<file path="config.mk">
export PLATFORM = sky130hd
export DESIGN_NAME = pnns_job_queue
export DESIGN_NICKNAME = d
export VERILOG_FILES = /design/src/rtl/pnns_pkg.sv /design/src/rtl/pnns_job_queue.sv
export SDC_FILE = /design/constraint.sdc
export NUM_CORES = 1
export LEC_CHECK = 0
export ABC_CLOCK_PERIOD_IN_PS = 1600
export BUFFER_PORTS_ARGS = -buffer_cell sky130_fd_sc_hd__buf_4
export CORE_MARGIN = 2
export CORE_UTILIZATION = 48
export DETAILED_ROUTE_END_ITERATION = 8
export HOLD_SLACK_MARGIN = 0.06
export PLACE_DENSITY = 0.74
export SLEW_MARGIN = 20
export SYNTH_ARGS = -nofsm -noshare
export SYNTH_HDL_FRONTEND = slang
export SYNTH_SLANG_ARGS = --single-unit
export TNS_END_PERCENT = 1
</file>
<file path="constraint.sdc">
create_clock -name clk -period 1.6 [get_ports clk]
set_input_delay 0.16 -clock clk [delete_from_list [all_inputs] [get_ports clk]]
set_output_delay 0.16 -clock clk [all_outputs]
set_load 0.02 [all_outputs]
</file>
<file path="src/rtl/pnns_pkg.sv">
// Shared types and constants for the periodic nearest-neighbor search block.
// No dependencies; every other file of the block imports this package.
`default_nettype none

package pnns_pkg;

    // Default sizing, handed to the top level as parameter defaults.
    localparam int DEF_MAX_PARTICLES = 64;
    localparam int DEF_COORD_BITS    = 16;

    // Fixed field widths of the ports.
    localparam int COORD_W    = 16;
    localparam int BOX_W      = 16;
    localparam int DIST_W     = 32;
    localparam int IDX_MAX_W  = 6;   // index width at the largest frame size
    localparam int CNT_MAX_W  = 7;   // count width at the largest frame size
    localparam int CFG_IDX_W  = 2;

    // Configuration register indexes.
    localparam logic [CFG_IDX_W-1:0] REG_BOX_WIDTH  = 2'd0;
    localparam logic [CFG_IDX_W-1:0] REG_BOX_HEIGHT = 2'd1;

    localparam logic [BOX_W-1:0] BOX_RESET = 16'hFFFF;

    // Depth of the job queue between front and back.
    localparam int QUEUE_DEPTH = 2;

    // One closed frame, waiting for its search.
    typedef struct packed {
        logic                 bank;
        logic [CNT_MAX_W-1:0] count;
    } job_t;

    // Position store write from the front.
    typedef struct packed {
        logic                 en;
        logic                 bank;
        logic [IDX_MAX_W-1:0] idx;
        logic [COORD_W-1:0]   x;
        logic [COORD_W-1:0]   y;
    } store_wr_t;

    // Search of one bank finished; the bank may be reloaded.
    typedef struct packed {
        logic valid;
        logic bank;
    } done_t;

    // Minimum-image separation along one axis: at most one correction by the box.
    function automatic logic signed [COORD_W+1:0] wrap_axis(
        input logic [COORD_W-1:0] a,
        input logic [COORD_W-1:0] b,
        input logic [BOX_W-1:0]   box
    );
        logic signed [COORD_W+1:0] d;
        logic signed [COORD_W+1:0] w;
        logic signed [COORD_W+2:0] d2;
        logic signed [COORD_W+2:0] w2;
        logic signed [COORD_W+1:0] r;
        d  = $signed({2'b00, a}) - $signed({2'b00, b});
        w  = $signed({2'b00, box});
        d2 = {d, 1'b0};
        w2 = {w[COORD_W+1], w};
        // Both conditions come from the raw difference; they exclude each other.
        if (d2 > w2)
            r = d - w;
        else if (d2 <= -w2)
            r = d + w;
        else
            r = d;
        return r;
    endfunction

endpackage

`default_nettype wire

</file>
<file path="src/rtl/pnns_job_queue.sv">
// Short queue of closed frames between the front and the back.
// Depends on pnns_pkg for job_t and the queue depth.
`default_nettype none

module pnns_job_queue
    import pnns_pkg::*;
(
    input  wire logic clk,
    input  wire logic rst_n,
    input  wire logic push_valid,
    output logic      push_ready,
    input  job_t      push_job,
    output logic      pop_valid,
    input  wire logic pop_ready,
    output job_t      pop_job
);

    localparam int PTR_W = (QUEUE_DEPTH > 1) ? $clog2(QUEUE_DEPTH) : 1;
    localparam int CNT_W = $clog2(QUEUE_DEPTH + 1);

    job_t             entry_reg [QUEUE_DEPTH];
    logic [PTR_W-1:0] wr_ptr_reg;
    logic [PTR_W-1:0] wr_ptr_next;
    logic [PTR_W-1:0] rd_ptr_reg;
    logic [PTR_W-1:0] rd_ptr_next;
    logic [CNT_W-1:0] fill_reg;
    logic [CNT_W-1:0] fill_next;
    logic             do_push;
    logic             do_pop;

    assign push_ready = fill_reg != CNT_W'(QUEUE_DEPTH);
    assign pop_valid  = fill_reg != '0;
    assign pop_job    = entry_reg[rd_ptr_reg];
    assign do_push    = push_valid && push_ready;
    assign do_pop     = pop_valid && pop_ready;

    // Pointer and fill bookkeeping.
    always_comb
    begin
        wr_ptr_next = wr_ptr_reg;
        rd_ptr_next = rd_ptr_reg;
        fill_next   = fill_reg;
        if (do_push)
        begin
            wr_ptr_next = (wr_ptr_reg == PTR_W'(QUEUE_DEPTH - 1)) ? '0 : wr_ptr_reg + PTR_W'(1);
        end
        if (do_pop)
        begin
            rd_ptr_next = (rd_ptr_reg == PTR_W'(QUEUE_DEPTH - 1)) ? '0 : rd_ptr_reg + PTR_W'(1);
        end
        if (do_push && !do_pop)
        begin
            fill_next = fill_reg + CNT_W'(1);
        end
        else if (do_pop && !do_push)
        begin
            fill_next = fill_reg - CNT_W'(1);
        end
    end

    always_ff @(posedge clk or negedge rst_n)
    begin
        if (!rst_n)
        begin
            wr_ptr_reg <= '0;
            rd_ptr_reg <= '0;
            fill_reg   <= '0;
        end
        else
        begin
            wr_ptr_reg <= wr_ptr_next;
            rd_ptr_reg <= rd_ptr_next;
            fill_reg   <= fill_next;
        end
    end

    // Entry storage.
    always_ff @(posedge clk)
    begin
        if (do_push)
        begin
            entry_reg[wr_ptr_reg] <= push_job;
        end
    end

endmodule

`default_nettype wire

</file>
=== Word-level counts from Yosys, hierarchy flattened ===
Memory sizes are Yosys's and may differ from the RTL's.
Cells that the tools add are included.

* Memories kept: 1
* Logic and storage cells: 23
* Input port bits: 12
* Flip-flop bits (word level): 4
* Output and inout port bits: 10
* RAM bits: 16

* Muxes and demuxes: 6
* Reductions and logical operators: 8
* Add/subtract/negate cells: 4
* Equal/unequal tests: 1

{| class="wikitable"
|+ Memories
! name !! depth !! width !! read ports !! clocked after Yosys merged registers in !! write ports !! line !! text
|-
| entry_reg || 2 || 8 || 1 || 0 || 1 || pnns_job_queue.sv:21 || <nowiki>job_t entry_reg [QUEUE_DEPTH];</nowiki>
|}

{| class="wikitable"
|+ Operators with widths
! cell !! number
|-
| $logic_and A1 B1 Y1 || 4
|-
| $mux W1 || 4
|-
| $mux W2 || 2
|-
| $reduce_bool A2 Y1 || 2
|-
| $add A1 B1 Y1 const B || 2
|-
| $add A2 B1 Y2 const B || 1
|-
| $logic_not A1 Y1 || 2
|-
| $ne A2 B2 Y1 const B || 1
|-
| $sub A2 B1 Y2 const B || 1
|}

=== Logic depth before layout (Yosys ltp) ===
* Word-level depth: 6
* Gate-level depth with buffers: 7
* Mapped depth without buffers: 7

=== Worst setup path after synthesis ===
Ideal clock, no wire load.

* Path kind: reg2reg
* Start: reg fill_reg[0]
* End: mem entry_reg[0][0] (netlist bit), enable pin
* Library setup time: 0.370 ns
* Required time: 1.230 ns
* Slack: 0.185 ns
* Arrival time: 1.045 ns
* Period minus slack after synthesis: 1.415 ns
* Buffers on the path: 0
* Cell stages (with the launch flop): 4
* Cells stage by stage: dfrtp_1 -> nand2b_4 -> nand2_1 -> nor2_1

* Word-level cells in the longest chain between the ends: 4

{| class="wikitable"
|+ RTL lines
! what !! line !! text
|-
| start, declared || pnns_job_queue.sv:26 || <nowiki>logic [CNT_W-1:0] fill_reg;</nowiki>
|-
| start signal, assigned || pnns_job_queue.sv:73 || <nowiki>fill_reg <= fill_next;</nowiki>
|-
| $ne A2 B2 Y1 || pnns_job_queue.sv:31 || <nowiki>assign push_ready = fill_reg != CNT_W'(QUEUE_DEPTH);</nowiki>
|-
| net push_ready || pnns_job_queue.sv:11 || <nowiki>output logic push_ready,</nowiki>
|-
| $logic_and A1 B1 Y1 || pnns_job_queue.sv:34 || <nowiki>assign do_push = push_valid && push_ready;</nowiki>
|-
| $mux W1 || pnns_job_queue.sv:80 || <nowiki>if (do_push)</nowiki>
|-
| $mux W1 (not written as such) || pnns_job_queue.sv:82 || <nowiki>entry_reg[wr_ptr_reg] <= push_job;</nowiki>
|-
| end, declared || pnns_job_queue.sv:21 ||
|}

The timed path passes the listed nets, and every way through them passes these cells.

==> impl_metrics.yaml <==
status:
  run_status: "finished, final reports clean"
clock_network:
  ctsLongestPathBuffers: 2
  clk_pin_slew_worst_paths_ps: 120
  cts_tree: "yes"
  clock_insertion_delay_worst_skew_ps: 300
  tritoncts_num_sinks: 20
  htree_num_levels: 1
  tritoncts_buffer_count: 3
  clockRootBuffer: "clkbuf_4"
critical_path:
  worstPathMaxFanout: 9
  regToRegEndpoint: "fill_reg[1]"
  crit_required_ps: 1440
  setup.reg_to_reg.worst_slack_ps: 120
  crit-reg2reg-launch: "fill_reg[0]"
  timing.critical_path.to_type: "primary output"
  cp.arrival_ps: 1330
  path_class: "reg2out"
  ff2ff_path_depth: 7
  critPathLaunchType: "flop"
pwr:
  design_power_total_mw: 2.068
  leakage_power_nw: 0.4723
  p_per_area_nw_per_um2: 1825
  max-vdd-ir-drop_uv: 1252
layout:
  final_net_count: 94
  largest_reg_flops: 16
  layout.cell_area.non_filler_um2: 1134
  drive_above_1_share: 0.5125
  area_growth_pct: 44.04
  layoutNonFillerInstCount: 96
  diodes: 0
  finalCoreUtilization: 0.7438
synth:
  synth_top_area_share: 0.6105
  yosys-top-cells-area: "edfxtp_1 (61%), dfrtp_1 (13%), mux2_2 (11%), xnor2_1 (3.3%), xor2_1 (2.2%)"
  netlist-cell-type-count: 14
  synth_seq_area_share: 0.7377
  ys_warn_count: 0
  postSynthAreaPerCell_um2: 18.30
  synth.ff_latch_count: 20
  synth.cell_area_um2: 787.0
  synthesis.nets: 56
  cell_type_contributing_the_most_total_cell_area_after_synthesis: "edfxtp_1"
  syn_inst: 43
sta:
  tightestPinTransition_ps: 384.7
  timing.final.max_slew_violations: 0
  rsz0062_at_grt: "no"
  fraction_of_the_cycle_the_final_worst_path_needs: 0.9287
  final.min_clock_period_ps: 1486
  layout_setup_ws_ps: 114.1
  setup_tns_ps: 0
  fin_worst_skew_ps: 6.802
  slew-limit-headroom: 0.7435
  timing_hold_violations_final: 0
  fmax_ghz: 0.6730
  final-setup-viol-count: 0
  whs_ps: 107.2
hold_path:
  cells_on_worst_hold_path: 3
  hold_start: "pop_ready"
  holdPathEnd: "rd_ptr_reg"
  holdCritPathClass: "in2reg"
placed_design:
  placed_cell_area_um2: 974.7
  numPortBuffers: 21
  post-place-ws_ps: 138.0
  place_congestion: 0.6653
  detailedPlacementHpwl_um: 910.4
  dp_cells: 81
floorplan:
  initial_utilization: 0.5164
  number_of_top_level_pins: 22
  die_width_um: 44.49
  fp.dieArea_um2: 1979
  die-height_um: 44.49
  core_area_um2: 1524
  std_cell_rows: 14
global_route:
  antenna_found_initial: 0
  grt.overflow.total: 0
  grt_start_max_net_pins: 13
  first_pass_grt_wire_length_um: 2125
  first_global_vias: 503
  track_usage: 0.1576
drt:
  route.detailed.wl_per_inst_um: 13.72
  route.vias.total: 469
  post_route_drc: 0
  antenna_violating_nets_post_route: 0
  routed_wirelength_um: 1317
  initialDrtViolationCount: 15
  first_pass_iters: 3
  post_detailed_route_via_to_cell_ratio: 4.885
job:
  count_of_max_cap_constraint_violations: 0
[worst max-delay path: stages (launching register included)]
cell and delay [ps]:
dfrtp_2 510, mux2_2 360, buf_4 160
[routing by layer]
layer / vias to the layer above / part of all wire / GRT usage
met5: - / 0 / 0
met4: 0 / 0.015 / 0.09091
met3: 4 / 0.030 / 0.03673
met2: 14 / 0.54 / 0.2667
met1: 224 / 0.42 / 0.1808
li1: 227 / - / -
[layout make-up]
cell class	count	area (um2)
Multi-Input combinational cell	21	197.7
Clock inverter	1	30.03
Clock buffer	3	22.52
Tap cell	16	20.02
Inverter	1	3.754
Sequential cell	20	581.8
Timing Repair Buffer	34	277.8
Fill cell	109	390.4
[synth_stat cells]
master / n
and3_1: 1
buf_2: 1
dfrtp_1: 4
edfxtp_1: 16
ha_1: 1
inv_1: 1
mux2_2: 8
nand2_1: 1
nand2_4: 1
nand2b_4: 1
nor2_1: 2
or2_4: 1
xnor2_1: 3
xor2_1: 2
[cell families (layout without fill, tap and decap cells)]
family,after synthesis,after routing,synth area share
flops,20,20,0.7377
mux,8,8,0.1145
simple gates,7,7,0.06518
xor+xnor,5,5,0.05565
buf+inv,2,39,0.01112
fa+ha+maj,1,1,0.01590
[placed cells by master (no fill, tap or decap), drive strengths merged, types with 2 or more instances in the layout]
| master | synthesis | routed |
|---|---|---|
| dfrtp | 4 | 4 |
| nor2 | 2 | 2 |
| dlygate4sd3 | 0 | 9 |
| buf | 1 | 25 |
| clkbuf | 0 | 3 |
| nand2 | 2 | 2 |
| xnor2 | 3 | 3 |
| mux2 | 8 | 8 |
| xor2 | 2 | 2 |
| edfxtp | 16 | 16 |
[report_power, final]
part	internal, mW	switching, mW	total [mW]	leakage (nW)
registers	0.730	0.108	0.837	0.194
logic	0.442	0.381	0.823	0.250
clock network	0.253	0.154	0.407	0.0279
total	1.43	0.643	2.07	0.472
[repair_timing]
action,in CTS,in global routing
hold buffers,9,0
endpoints found under the setup margin,8,1
endpoints found under the hold margin,20,0
resized for setup,1,0
buffers inserted,0,2
[worst max path at each step]
stage / to / start / depth (start not counted)
finish: pop_job[6] / rd_ptr_reg / 2
global placement: fill_reg[1] / fill_reg[0] / 6
global route: fill_reg[1] / fill_reg[0] / 7
floorplan: entry_reg[0][0] / fill_reg[0] / 3
detailed placement: fill_reg[1] / fill_reg[0] / 6
CTS: pop_job[5] / rd_ptr_reg / 2
No activity file was read; power rests on OpenSTA's default activity.
