## src/rtl/pnns_pkg.sv

```systemverilog
// Shared types and constants for the periodic nearest-neighbor search block.
// No dependencies; every other file of the block imports this package.
`default_nettype none

package pnns_pkg;

    // Default sizing, handed to the top level as parameter defaults.
    localparam int DEF_MAX_PARTICLES = 64;
    localparam int DEF_COORD_BITS    = 16;

    // Fixed field widths of the ports.
    localparam int COORD_W    = 16;
    localparam int BOX_W      = 16;
    localparam int DIST_W     = 32;
    localparam int IDX_MAX_W  = 6;   // index width at the largest frame size
    localparam int CNT_MAX_W  = 7;   // count width at the largest frame size
    localparam int CFG_IDX_W  = 2;

    // Configuration register indexes.
    localparam logic [CFG_IDX_W-1:0] REG_BOX_WIDTH  = 2'd0;
    localparam logic [CFG_IDX_W-1:0] REG_BOX_HEIGHT = 2'd1;

    localparam logic [BOX_W-1:0] BOX_RESET = 16'hFFFF;

    // Depth of the job queue between front and back.
    localparam int QUEUE_DEPTH = 2;

    // One closed frame, waiting for its search.
    typedef struct packed {
        logic                 bank;
        logic [CNT_MAX_W-1:0] count;
    } job_t;

    // Position store write from the front.
    typedef struct packed {
        logic                 en;
        logic                 bank;
        logic [IDX_MAX_W-1:0] idx;
        logic [COORD_W-1:0]   x;
        logic [COORD_W-1:0]   y;
    } store_wr_t;

    // Search of one bank finished; the bank may be reloaded.
    typedef struct packed {
        logic valid;
        logic bank;
    } done_t;

    // Minimum-image separation along one axis: at most one correction by the box.
    function automatic logic signed [COORD_W+1:0] wrap_axis(
        input logic [COORD_W-1:0] a,
        input logic [COORD_W-1:0] b,
        input logic [BOX_W-1:0]   box
    );
        logic signed [COORD_W+1:0] d;
        logic signed [COORD_W+1:0] w;
        logic signed [COORD_W+2:0] d2;
        logic signed [COORD_W+2:0] w2;
        logic signed [COORD_W+1:0] r;
        d  = $signed({2'b00, a}) - $signed({2'b00, b});
        w  = $signed({2'b00, box});
        d2 = {d, 1'b0};
        w2 = {w[COORD_W+1], w};
        // Both conditions come from the raw difference; they exclude each other.
        if (d2 > w2)
            r = d - w;
        else if (d2 <= -w2)
            r = d + w;
        else
            r = d;
        return r;
    endfunction

endpackage

`default_nettype wire

```

## src/rtl/pnns_front.sv

```systemverilog
// Front part: accepts position beats, writes them to the banked store, closes frames.
// Depends on pnns_pkg for the store write, job and done types.
`default_nettype none

module pnns_front
    import pnns_pkg::*;
#(
    parameter int MAX_PARTICLES = DEF_MAX_PARTICLES
) (
    input  wire logic               clk,
    input  wire logic               rst_n,
    input  wire logic               in_valid,
    output logic                    in_ready,
    input  wire logic [COORD_W-1:0] x_coord,
    input  wire logic [COORD_W-1:0] y_coord,
    input  wire logic               last_particle,
    output store_wr_t               store_wr,
    output logic                    push_valid,
    input  wire logic               push_ready,
    output job_t                    push_job,
    input  done_t                   done
);

    localparam int IDX_W = $clog2(MAX_PARTICLES);
    localparam int CNT_W = $clog2(MAX_PARTICLES + 1);

    logic [CNT_W-1:0] count_reg;
    logic [CNT_W-1:0] count_next;
    logic             wr_bank_reg;
    logic             wr_bank_next;
    logic [1:0]       bank_busy_reg;
    logic [1:0]       bank_busy_next;
    logic             accept;
    logic             room;
    logic [CNT_W-1:0] count_after;

    // A bank is loaded only while no search owns it.
    assign in_ready = !bank_busy_reg[wr_bank_reg] && push_ready;
    assign accept   = in_valid && in_ready;
    assign room     = count_reg < CNT_W'(MAX_PARTICLES);

    assign count_after = room ? count_reg + CNT_W'(1) : count_reg;

    // Positions beyond the frame size are dropped.
    always_comb
    begin
        store_wr.en   = accept && room;
        store_wr.bank = wr_bank_reg;
        store_wr.idx  = IDX_MAX_W'(count_reg[IDX_W-1:0]);
        store_wr.x    = x_coord;
        store_wr.y    = y_coord;
    end

    // A beat with the last flag closes the frame and hands it to the back.
    assign push_valid     = accept && last_particle;
    assign push_job.bank  = wr_bank_reg;
    assign push_job.count = CNT_MAX_W'(count_after);

    always_comb
    begin
        count_next     = count_reg;
        wr_bank_next   = wr_bank_reg;
        bank_busy_next = bank_busy_reg;
        if (done.valid)
        begin
            bank_busy_next[done.bank] = 1'b0;
        end
        if (accept)
        begin
            if (last_particle)
            begin
                count_next                  = '0;
                wr_bank_next                = !wr_bank_reg;
                bank_busy_next[wr_bank_reg] = 1'b1;
            end
            else
            begin
                count_next = count_after;
            end
        end
    end

    always_ff @(posedge clk or negedge rst_n)
    begin
        if (!rst_n)
        begin
            count_reg     <= '0;
            wr_bank_reg   <= 1'b0;
            bank_busy_reg <= '0;
        end
        else
        begin
            count_reg     <= count_next;
            wr_bank_reg   <= wr_bank_next;
            bank_busy_reg <= bank_busy_next;
        end
    end

    // The fill count never passes the frame size.
    assert property (@(posedge clk) disable iff (!rst_n)
        count_reg <= CNT_W'(MAX_PARTICLES))
        else $error("front: particle count beyond frame size");

    // Closing a frame restarts the count in the other bank.
    assert property (@(posedge clk) disable iff (!rst_n)
        push_valid |=> (count_reg == '0) && (wr_bank_reg != $past(wr_bank_reg)))
        else $error("front: frame close did not switch bank");

    // Only a bank under search can be released.
    assert property (@(posedge clk) disable iff (!rst_n)
        done.valid |-> bank_busy_reg[done.bank])
        else $error("front: release of a bank that is not busy");

endmodule

`default_nettype wire

```

## config.mk

```make
export PLATFORM = sky130hd
export DESIGN_NAME = pnns_front
export DESIGN_NICKNAME = d
export VERILOG_FILES = /design/src/rtl/pnns_pkg.sv /design/src/rtl/pnns_front.sv
export SDC_FILE = /design/constraint.sdc
export NUM_CORES = 1
export LEC_CHECK = 0
export BUFFER_PORTS_ARGS = -buffer_cell sky130_fd_sc_hd__buf_2
export CORE_UTILIZATION = 32
export CTS_BUF_LIST = sky130_fd_sc_hd__clkbuf_16
export CTS_CLUSTER_DIAMETER = 100
export DETAILED_ROUTE_END_ITERATION = 12
export HOLD_SLACK_MARGIN = 0.1
export PLACE_DENSITY = 0.76
export SYNTH_ARGS = -nofsm -noshare
export SYNTH_HDL_FRONTEND = slang
export SYNTH_SLANG_ARGS = --single-unit
```

## constraint.sdc

```tcl
create_clock -name clk -period 1.27 [get_ports clk]
set_input_delay 0.127 -clock clk [delete_from_list [all_inputs] [get_ports clk]]
set_output_delay 0.127 -clock clk [all_outputs]
set_load 0.005 [all_outputs]
```

# Word level (Yosys, flattened, before mapping)
# Index checks and enable logic that the tools add are counted.
[totals]
register_bits = 10
input_bits = 39
output_inout_bits = 50
[classes]
n_addsub = 1
order_cmp = 5
mux = 11
bitwise_logic = 3
n_reduce_logical = 9
[op_table]
columns = ["operator", "count"]
rows = [
  ["$mux 7", 2],
  ["$add 7x1->7 const B", 1],
  ["$lt 7x7->1 const B", 1],
  ["$logic_and 1x1->1", 6],
  ["$mux 2", 3],
  ["$lt 1x2->1 const B", 2],
  ["$mux 1", 4],
  ["$and 2x2->2", 1],
  ["$demux 1 s1", 2],
  ["$ge 1x1->1 const B", 2],
  ["$logic_not 1->1", 2],
  ["$not 2->2", 1],
  ["$or 2x2->2", 1],
  ["$reduce_and 2->1", 1],
]

# Depth between registers and ports, before layout
# Gate-level depths: netlist of run 1.
[depth]
word_depth = 10
mapped_depth = 5
ltp_nobuf = 5

# Worst setup path before layout of run 1
# OpenSTA, ideal clock, no wires.
[synth_path]
path_kind = "reg-to-reg"
from = "reg wr_bank_reg"
to = "reg count_reg[0]"
setup_time_ns = 0.121
arrival_time_ns = 1.202
required_ns = 1.149
slack_ns = -0.053
stages_incl_launch_ff = 5
n_path_buf = 0
period_less_slack_ns = 1.323
path_cell_list = "dfrtp_1 mux2i_1 and3_4 o21ai_1 a22o_1"
[synth_between]
elab_chain_cells = 5
[synth_rtl]
columns = ["item", "line_no", "text"]
rows = [
  ["start: declaration", "pnns_front.sv:29", "logic wr_bank_reg;"],
  ["start signal: assignment", "pnns_front.sv:94", "wr_bank_reg <= wr_bank_next;"],
  ["$mux 1 (implied by the code) (2 in series)", "pnns_front.sv:38", "assign in_ready = !bank_busy_reg[wr_bank_reg] && push_ready;"],
  ["$logic_not 1->1", "pnns_front.sv:38", ""],
  ["$logic_and 1x1->1", "pnns_front.sv:38", ""],
  ["$logic_and 1x1->1", "pnns_front.sv:39", "assign accept = in_valid && in_ready;"],
  ["end signal: assignment", "pnns_front.sv:93", "count_reg <= count_next;"],
  ["end: declaration", "pnns_front.sv:27", "logic [CNT_W-1:0] count_reg;"],
]
# Every way passes these cells. The select of a mux whose other input is x is not followed.
# A chain may end at the register's enable or synchronous reset.

==> flow_summary.json, run 1 <==
{
  "floorplan.initialDensity": 0.348,
  "insertion_delay_ps": 230,
  "io_pins": 89,
  "synth.cell_area_um2": 893,
  "clock.fmax_mhz": 680,
  "grt_pass1_vias": 646,
  "diodes": 0,
  "hold_viol_final": 0,
  "yosysWarnings": 0,
  "port_buffers": 24,
  "synth_area_leaders": "buf_4 (34%), dfrtp_1 (28%), xnor2_1 (3.9%)",
  "grt_max_degree": 11,
  "path_buf_inv": 1,
  "grt_setup_unrepaired": "true",
  "clkTransAtPathRegs_ps": 40,
  "drive_gt1_frac": 0.691,
  "violations": "negative setup slack",
  "clkSinkCount": 10,
  "drt_wl_total_um": 2060,
  "syn_nets": 139,
  "via_per_inst": 4.98,
  "ctsHtreeMaxLevel": 1,
  "path_class": "register to primary output",
  "synth-edff-count": 0,
  "antenna_found_initial": 0,
  "final_common_cell": "buf_2",
  "grt_use_total": 0.139,
  "fp.coreArea_mm2": 0.00257,
  "num_vias": 697,
  "drc": 0,
  "crit_path_start_kind": "register",
  "worstHoldPathType": "input port to register",
  "period_share": 1.16,
  "grt_pass1_wl_um": 2840,
  "synth_top_flop_cell": "dfrtp_1",
  "synth_top_area_share": 0.345,
  "layout.nets": 151,
  "area_delta_synth_final_pct": 29.4,
  "drt_pass1_iterations": 4,
  "syn_inst": 99,
  "skew_ps": 1.50,
  "status": "finished, violations left",
  "rows": 18,
  "final_antenna_net_count": 0,
  "place_hpwl_um": 1390,
  "cts_buffers": 3,
  "arrival_ps": 1340,
  "dieArea_mm2": 0.00301,
  "cap_violations": 0,
  "post_dp_cell_area_um2": 798,
  "wire_per_inst_um": 14.7,
  "p_leak_nw": 0.607,
  "setup_viol": 16,
  "ir_drop_mv": 1.06,
  "hold_ws_ps": 157,
  "worst_slew_pin_slew_ps": 269,
  "ys_seq_area_frac": 0.280,
  "cp_slowest_cell": "dfrtp_1",
  "die_h_um": 54.8,
  "layout_common_cells": "buf_2 (22), buf_4 (17), dfrtp_1 (10), buf_6 (9)",
  "stdcell_area_mm2": 0.00116,
  "path_delay_family": "flip-flops",
  "place_ws_ps": -78.1,
  "die-width_um": 54.8,
  "fin_total_pwr_mw": 1.93,
  "drt_iter0_markers": 8,
  "ys_seq_elements": 10,
  "max_slew_margin": 0.819,
  "final_core_util": 0.450,
  "yosysTopAreaCell": "buf_4",
  "cts_tree": "built",
  "period_needed_ps": 1470,
  "crit_required_ps": 1140,
  "synth_area_per_cell_um2": 9.02,
  "overflow": 0,
  "layout_setup_ws_ps": -202,
  "finalMaxSlewViolations": 0,
  "worstPathCellList": "ha_4, and4_4, xor2_2, buf_2",
  "synth-async-reset-ratio": 1.00,
  "max_stage_delay_ps": 420,
  "cts.path.max_buffers": 2,
  "largest_register_ffs": 7,
  "finalWeightedCongestion": 0.862,
  "ys_types": 27,
  "fill_cells": 251,
  "critPathCaptureType": "primary output",
  "power.density_mw_per_mm2": 1670,
  "worstPathMaxFanout": 4,
  "cts-root-buf": "clkbuf_16"
}
==> timing repair <==
item | 4_1_cts | 5_1_grt
hold buffers | 1 | 0
setup buffers | 11 | 6
setup endpoints to repair | 14 | 17
endpoints found under the hold margin | 10 | 0
cloned | 0 | 0
pin swaps | 10 | 11
resized for setup | 18 | 18
==> synthesized netlist by cell type (2+ instances only) <==
master,number
o21ai_0,5
inv_1,3
nor2_1,3
xnor2_1,4
dfrtp_1,10
nand3_2,2
nand2b_1,2
o21ai_1,3
buf_4,41
a22o_1,3
nand2_1,6
xor2_1,2
==> stage by stage <==
step	setup TNS, ps	instances
2_1_floorplan	-60.6	99
3_3_place_gp	-26.4	119
3_5_place_dp	-170	119
4_1_cts	-1570	135
5_1_grt	-2750	140
6_report	-1840	140
==> power by group <==
group	leakage (nW)	internal [mW]	switching, mW
Clock	0.0385	0.413	0.146
Combinational	0.434	0.544	0.361
Sequential	0.134	0.393	0.0768
==> worst min-delay path, stage by stage <==
cell and delay (ps):
buf_2 80, o21ai_0 70, o21ai_1 70
==> area by class of cell <==
type,instances,area (um^2),share of cell area
clock inverter,1,3.75,0.00325
inverter,3,11.3,0.00974
tap,30,37.5,0.0325
timing repair buffer,49,349,0.302
multi-input combinational,44,429,0.371
sequential,10,250,0.216
clock buffer,3,75.1,0.0649
==> routing by layer <==
layer / GRT usage / part of all wire
met1: 0.147 / 0.37
met2: 0.233 / 0.51
met3: 0.0444 / 0.089
met4: 0.0897 / 0.027
met5: 0 / 0
==> kinds of logic after synthesis <==
| logic type | count (synthesis) | share of synthesized area |
|---|---|---|
| fa+ha+maj | 1 | 0.0140 |
| xor+xnor | 6 | 0.0588 |
| buf+inv | 45 | 0.370 |
| compound gates | 15 | 0.119 |
| mux | 2 | 0.0238 |
| simple gates | 20 | 0.134 |
| flops | 10 | 0.280 |
==> worst paths after layout <==
path / from / endpoint / slack, ps / depth (start not counted)
hold reg to reg: bank_busy_reg[1] / bank_busy_reg[1] / 520 / 1
max in group asynchronous: rst_n / count_reg[4] / 760 / 2
hold / removal: done[0] / bank_busy_reg[0] / 160 / 3
setup reg to reg: count_reg[1] / count_reg[5] / -140 / 6
setup / recovery: count_reg[0] / push_job[4] / -200 / 4
min in group asynchronous: rst_n / count_reg[1] / 300 / 2
No activity file was read; power rests on OpenSTA's default activity.
==> run 2: changes to the inputs <==
Settings changed: SKIP_LAST_GASP from default to 1.
==> flow_summary.json, run 2 (synthesis gave the netlist of run 1 again) <==
{
  "skew_ps": 1.35,
  "rows": 18,
  "seqCellArea_um2": 250,
  "drt_wl_total_um": 2050,
  "ctsHtreeMaxLevel": 1,
  "status": "finished, violations left",
  "crit_required_ps": 1140,
  "hold_viol_final": 0,
  "worst-r2r-cell-count": 4,
  "final_antenna_net_count": 0,
  "final_common_cell": "buf_2",
  "period_needed_ps": 1470,
  "max_slew_margin": 0.819,
  "floorplan.initialDensity": 0.348,
  "reg2reg_slack_ps": -130,
  "path_class": "register to primary output",
  "fill_cells": 253,
  "num_vias": 698,
  "cts_tree": "built",
  "clock.fmax_mhz": 680,
  "hold_ws_ps": 158,
  "layout.nets": 149,
  "power.density_mw_per_mm2": 1650,
  "multi_input_area_um2": 417,
  "grt_pass1_wl_um": 2750,
  "layout_common_cells": "buf_2 (22), buf_4 (18), dfrtp_1 (10), o21ai_1 (5), buf_6 (5)",
  "io_pins": 89,
  "fp.coreArea_mm2": 0.00257,
  "drc": 0,
  "largest_register_ffs": 7,
  "violations": "negative setup slack",
  "grt_max_degree": 11,
  "clkSinkCount": 10,
  "final_core_util": 0.437,
  "crit_path_start_kind": "register",
  "hold_depth": 3,
  "finalMaxSlewViolations": 0,
  "die_h_um": 54.8,
  "p_leak_nw": 0.588,
  "grt_pass1_vias": 656,
  "setup_viol": 16,
  "port_buffers": 24,
  "grt_setup_unrepaired": "true",
  "diodes": 0,
  "dieArea_mm2": 0.00301,
  "area_delta_synth_final_pct": 25.5,
  "insertion_delay_ps": 230,
  "drt_pass1_iterations": 4,
  "arrival_ps": 1340,
  "period_share": 1.16,
  "drive_gt1_frac": 0.667,
  "finalWeightedCongestion": 0.862,
  "wire_per_inst_um": 14.8,
  "antenna_found_initial": 0,
  "cap_violations": 0,
  "worstHoldPathType": "input port to register",
  "worstPathMaxFanout": 4,
  "min_from": "done[0]",
  "die-width_um": 54.8,
  "cts_buffers": 3,
  "via_per_inst": 5.06,
  "worstHoldEndpoint": "bank_busy_reg[0]",
  "clkTransAtPathRegs_ps": 40,
  "cts-root-buf": "clkbuf_16",
  "grt_use_total": 0.133,
  "critPathCaptureType": "primary output",
  "overflow": 0,
  "cts.path.max_buffers": 2,
  "ir_drop_mv": 1.07,
  "worst_slew_pin_slew_ps": 269,
  "drt_iter0_markers": 10,
  "layout_setup_ws_ps": -200,
  "place_hpwl_um": 1390,
  "r2r-end": "count_reg[5]",
  "r2r_start": "count_reg[0]"
}
-- run 2: changes by cell type in the layout (fill, tap and decap cells not counted), sizes merged --
cell | before | now
buf | 48 | 46
-- run 2: metal layers --
metal,up-vias,GRT usage,wire (um)
met2,43,0.213,1040
met5,-,0,0
met4,0,0.107,71
met3,18,0.0472,195
met1,326,0.139,740
li1,311,-,-
-- run 2: worst max-delay path by stage --
stage	from	endpoint	cells past startpoint
after global placement	count_reg[0]	push_job[4]	4
after floorplan	wr_bank_reg	count_reg[3]	4
after CTS	count_reg[6]	push_job[5]	4
after global routing	count_reg[1]	push_job[4]	4
final	count_reg[0]	push_job[4]	4
after detailed placement	wr_bank_reg	count_reg[5]	4
-- run 2: critical path, stage by stage, from the launching register on --
cell and delay (ps):
dfrtp_1 420, ha_4 170, and4_4 230, xor2_2 150, buf_2 130
-- run 2: cell type report --
type	instances	area share
clock buffer	3	0.0670
clock inverter	1	0.00335
inverter	3	0.0100
multi-input combinational	44	0.372
sequential	10	0.223
tap	30	0.0335
timing repair buffer	47	0.291
-- run 2: per-stage QoR --
step	setup WS (ps)	power [mW]	cells	TNS (ps)	instance area (um^2)
after floorplan	-25.8	0.909	99	-60.6	900
after global placement	-12.0	1.01	119	-26.4	798
after detailed placement	-78.1	1.04	119	-170	798
after CTS	-192	1.71	135	-1730	1010
after global routing	-264	1.97	138	-2570	1120
final	-200	1.84	138	-1780	1120
-- run 2: repair_timing --
item | CTS | global route
setup buffers | 11 | 3
gates resized for setup | 10 | 21
endpoints found under the hold margin | 10 | 0
hold buffers | 1 | 0
endpoints found under the setup margin | 14 | 17
cloned | 0 | 0
pin swaps | 10 | 9
-- run 2: report_power, final --
group	internal (mW)	total [mW]	switching, mW
combinational	0.485	0.818	0.333
sequential	0.393	0.472	0.0783
clock	0.412	0.555	0.143
total	1.29	1.84	0.554
==> run 3: changes to the inputs <==
==> constraint.sdc (replaced) <==
create_clock -name clk -period 1.27 [get_ports clk]
set_input_delay 0.127 -clock clk [delete_from_list [all_inputs] [get_ports clk]]
set_output_delay 0.127 -clock clk [all_outputs]
set_load 0.01 [all_outputs]
==> flow_summary.json, run 3 (synthesis gave the netlist of run 1 again) <==
{
  "fp.coreArea_mm2": 0.00257,
  "finalWeightedCongestion": 0.915,
  "die-width_um": 54.8,
  "netSwitchingFraction": 0.316,
  "crit_path_start_kind": "register",
  "skew_ps": 3.12,
  "final_common_cell": "buf_2",
  "floorplan.initialDensity": 0.348,
  "grt_use_total": 0.153,
  "largest_register_ffs": 7,
  "intPower_mw": 1.39,
  "drt_wl_total_um": 2140,
  "cp_slowest_cell": "dfrtp_1",
  "path_class": "register to primary output",
  "drc": 0,
  "worstPathMaxFanout": 4,
  "tns_ps": -2630,
  "p_comb_frac": 0.488,
  "cts-root-buf": "clkbuf_16",
  "worstPathCellList": "buf_4, buf_6, mux2_4, buf_6",
  "grt_max_degree": 11,
  "drt_pass1_iterations": 4,
  "grt_setup_unrepaired": "true",
  "crit_required_ps": 1140,
  "max_slew_margin": 0.805,
  "clkTransAtPathRegs_ps": 40,
  "dieArea_mm2": 0.00301,
  "cap_violations": 0,
  "hold_viol_final": 0,
  "rows": 18,
  "io_pins": 89,
  "finalMaxSlewViolations": 0,
  "status": "finished, violations left",
  "ctsHtreeMaxLevel": 1,
  "grt_pass1_wl_um": 2990,
  "layout.nets": 148,
  "area_delta_synth_final_pct": 27.0,
  "overflow": 0,
  "via_per_inst": 4.95,
  "diodes": 0,
  "port_buffers": 24,
  "layout_common_cells": "buf_2 (20), buf_4 (14), buf_6 (11), dfrtp_1 (9), nand2_1 (5)",
  "num_vias": 673,
  "cts_tree": "built",
  "setup_viol": 20,
  "max_stage_delay_ps": 400,
  "drt_iter0_markers": 4,
  "clkSinkCount": 10,
  "layout_setup_ws_ps": -204,
  "wire_per_inst_um": 15.8,
  "p_switching_mw": 0.644,
  "final_antenna_net_count": 0,
  "cts_buffers": 3,
  "stdcell_area_mm2": 0.00113,
  "drive_gt1_frac": 0.660,
  "ir_drop_mv": 1.06,
  "clock.fmax_mhz": 679,
  "worstHoldPathType": "input port to register",
  "crit_top_cell": "buf_6",
  "clkPwrFrac": 0.273,
  "critPathCaptureType": "primary output",
  "p_leak_nw": 0.572,
  "violations": "negative setup slack",
  "period_needed_ps": 1470,
  "p_seq_frac": 0.239,
  "post_dp_cell_area_um2": 798,
  "grt_pass1_vias": 655,
  "period_share": 1.16,
  "antenna_found_initial": 0,
  "cts.path.max_buffers": 2,
  "die_h_um": 54.8,
  "path_buf_inv": 3,
  "place_hpwl_um": 1330,
  "power.density_mw_per_mm2": 1790,
  "insertion_delay_ps": 240,
  "final_core_util": 0.442,
  "arrival_ps": 1350,
  "worst_slew_pin_slew_ps": 293,
  "path_delay_family": "buffers and inverters"
}
run 3: worst paths after layout:
kind,start,end,slack [ps],depth (start not counted)
setup / recovery,count_reg[6],push_job[1],-200,4
hold / removal,done[0],bank_busy_reg[0],170,3
setup reg to reg,wr_bank_reg,wr_bank_reg,-160,6
hold reg to reg,bank_busy_reg[1],bank_busy_reg[1],560,1
max in group asynchronous,rst_n,count_reg[0],770,2
min in group asynchronous,rst_n,count_reg[4],290,2
run 3: metal layers:
| layer | global-route usage | part of all wire |
|---|---|---|
| met1 | 0.152 | 0.37 |
| met2 | 0.227 | 0.49 |
| met4 | 0.162 | 0.056 |
| met5 | 0 | 0 |
| met3 | 0.0667 | 0.090 |
run 3: worst reg2reg max path: cells and delay by family, from the launching register on:
kind                   cells  cell delay (ps)
multiplexers               1              270
AND/OR/NAND/NOR            2              290
XOR/XNOR                   1              110
flip-flops                 1              390
buffers and inverters      2              250
run 3: through the flow:
step / worst slack (ps) / instances / total power [mW] / hold slack (ps)
floorplan: -31.6 / 99 / 0.990 / -169
global placement: -39.6 / 118 / 1.09 / -1.87
detailed placement: -98.1 / 118 / 1.10 / 3.53
CTS: -221 / 130 / 1.92 / 167
global route: -295 / 136 / 2.15 / 196
finish: -204 / 136 / 2.03 / 172
run 3: layout make-up:
class                           count  area (um^2)
Fill cell                         258         1430
Multi-Input combinational cell     44          420
Timing Repair Buffer               46          339
Sequential cell                    10          251
Clock buffer                        3         75.1
Tap cell                           30         37.5
Inverter                            3         11.3
run 3: power groups by stage:
stage | clock (mW) | sequential (mW) | combinational [mW]
after floorplan | 0 | 0.477 | 0.512
after global placement | 0 | 0.460 | 0.628
after detailed placement | 0 | 0.465 | 0.639
after CTS | 0.564 | 0.486 | 0.871
after global routing | 0.582 | 0.500 | 1.07
final | 0.556 | 0.487 | 0.992
run 3: repair_timing:
action | CTS | global route
hold buffers | 1 | 0
setup buffers | 8 | 6
resized for setup | 23 | 10
hold endpoints to repair | 10 | 0
setup endpoints to repair | 16 | 20
pin swaps | 10 | 6
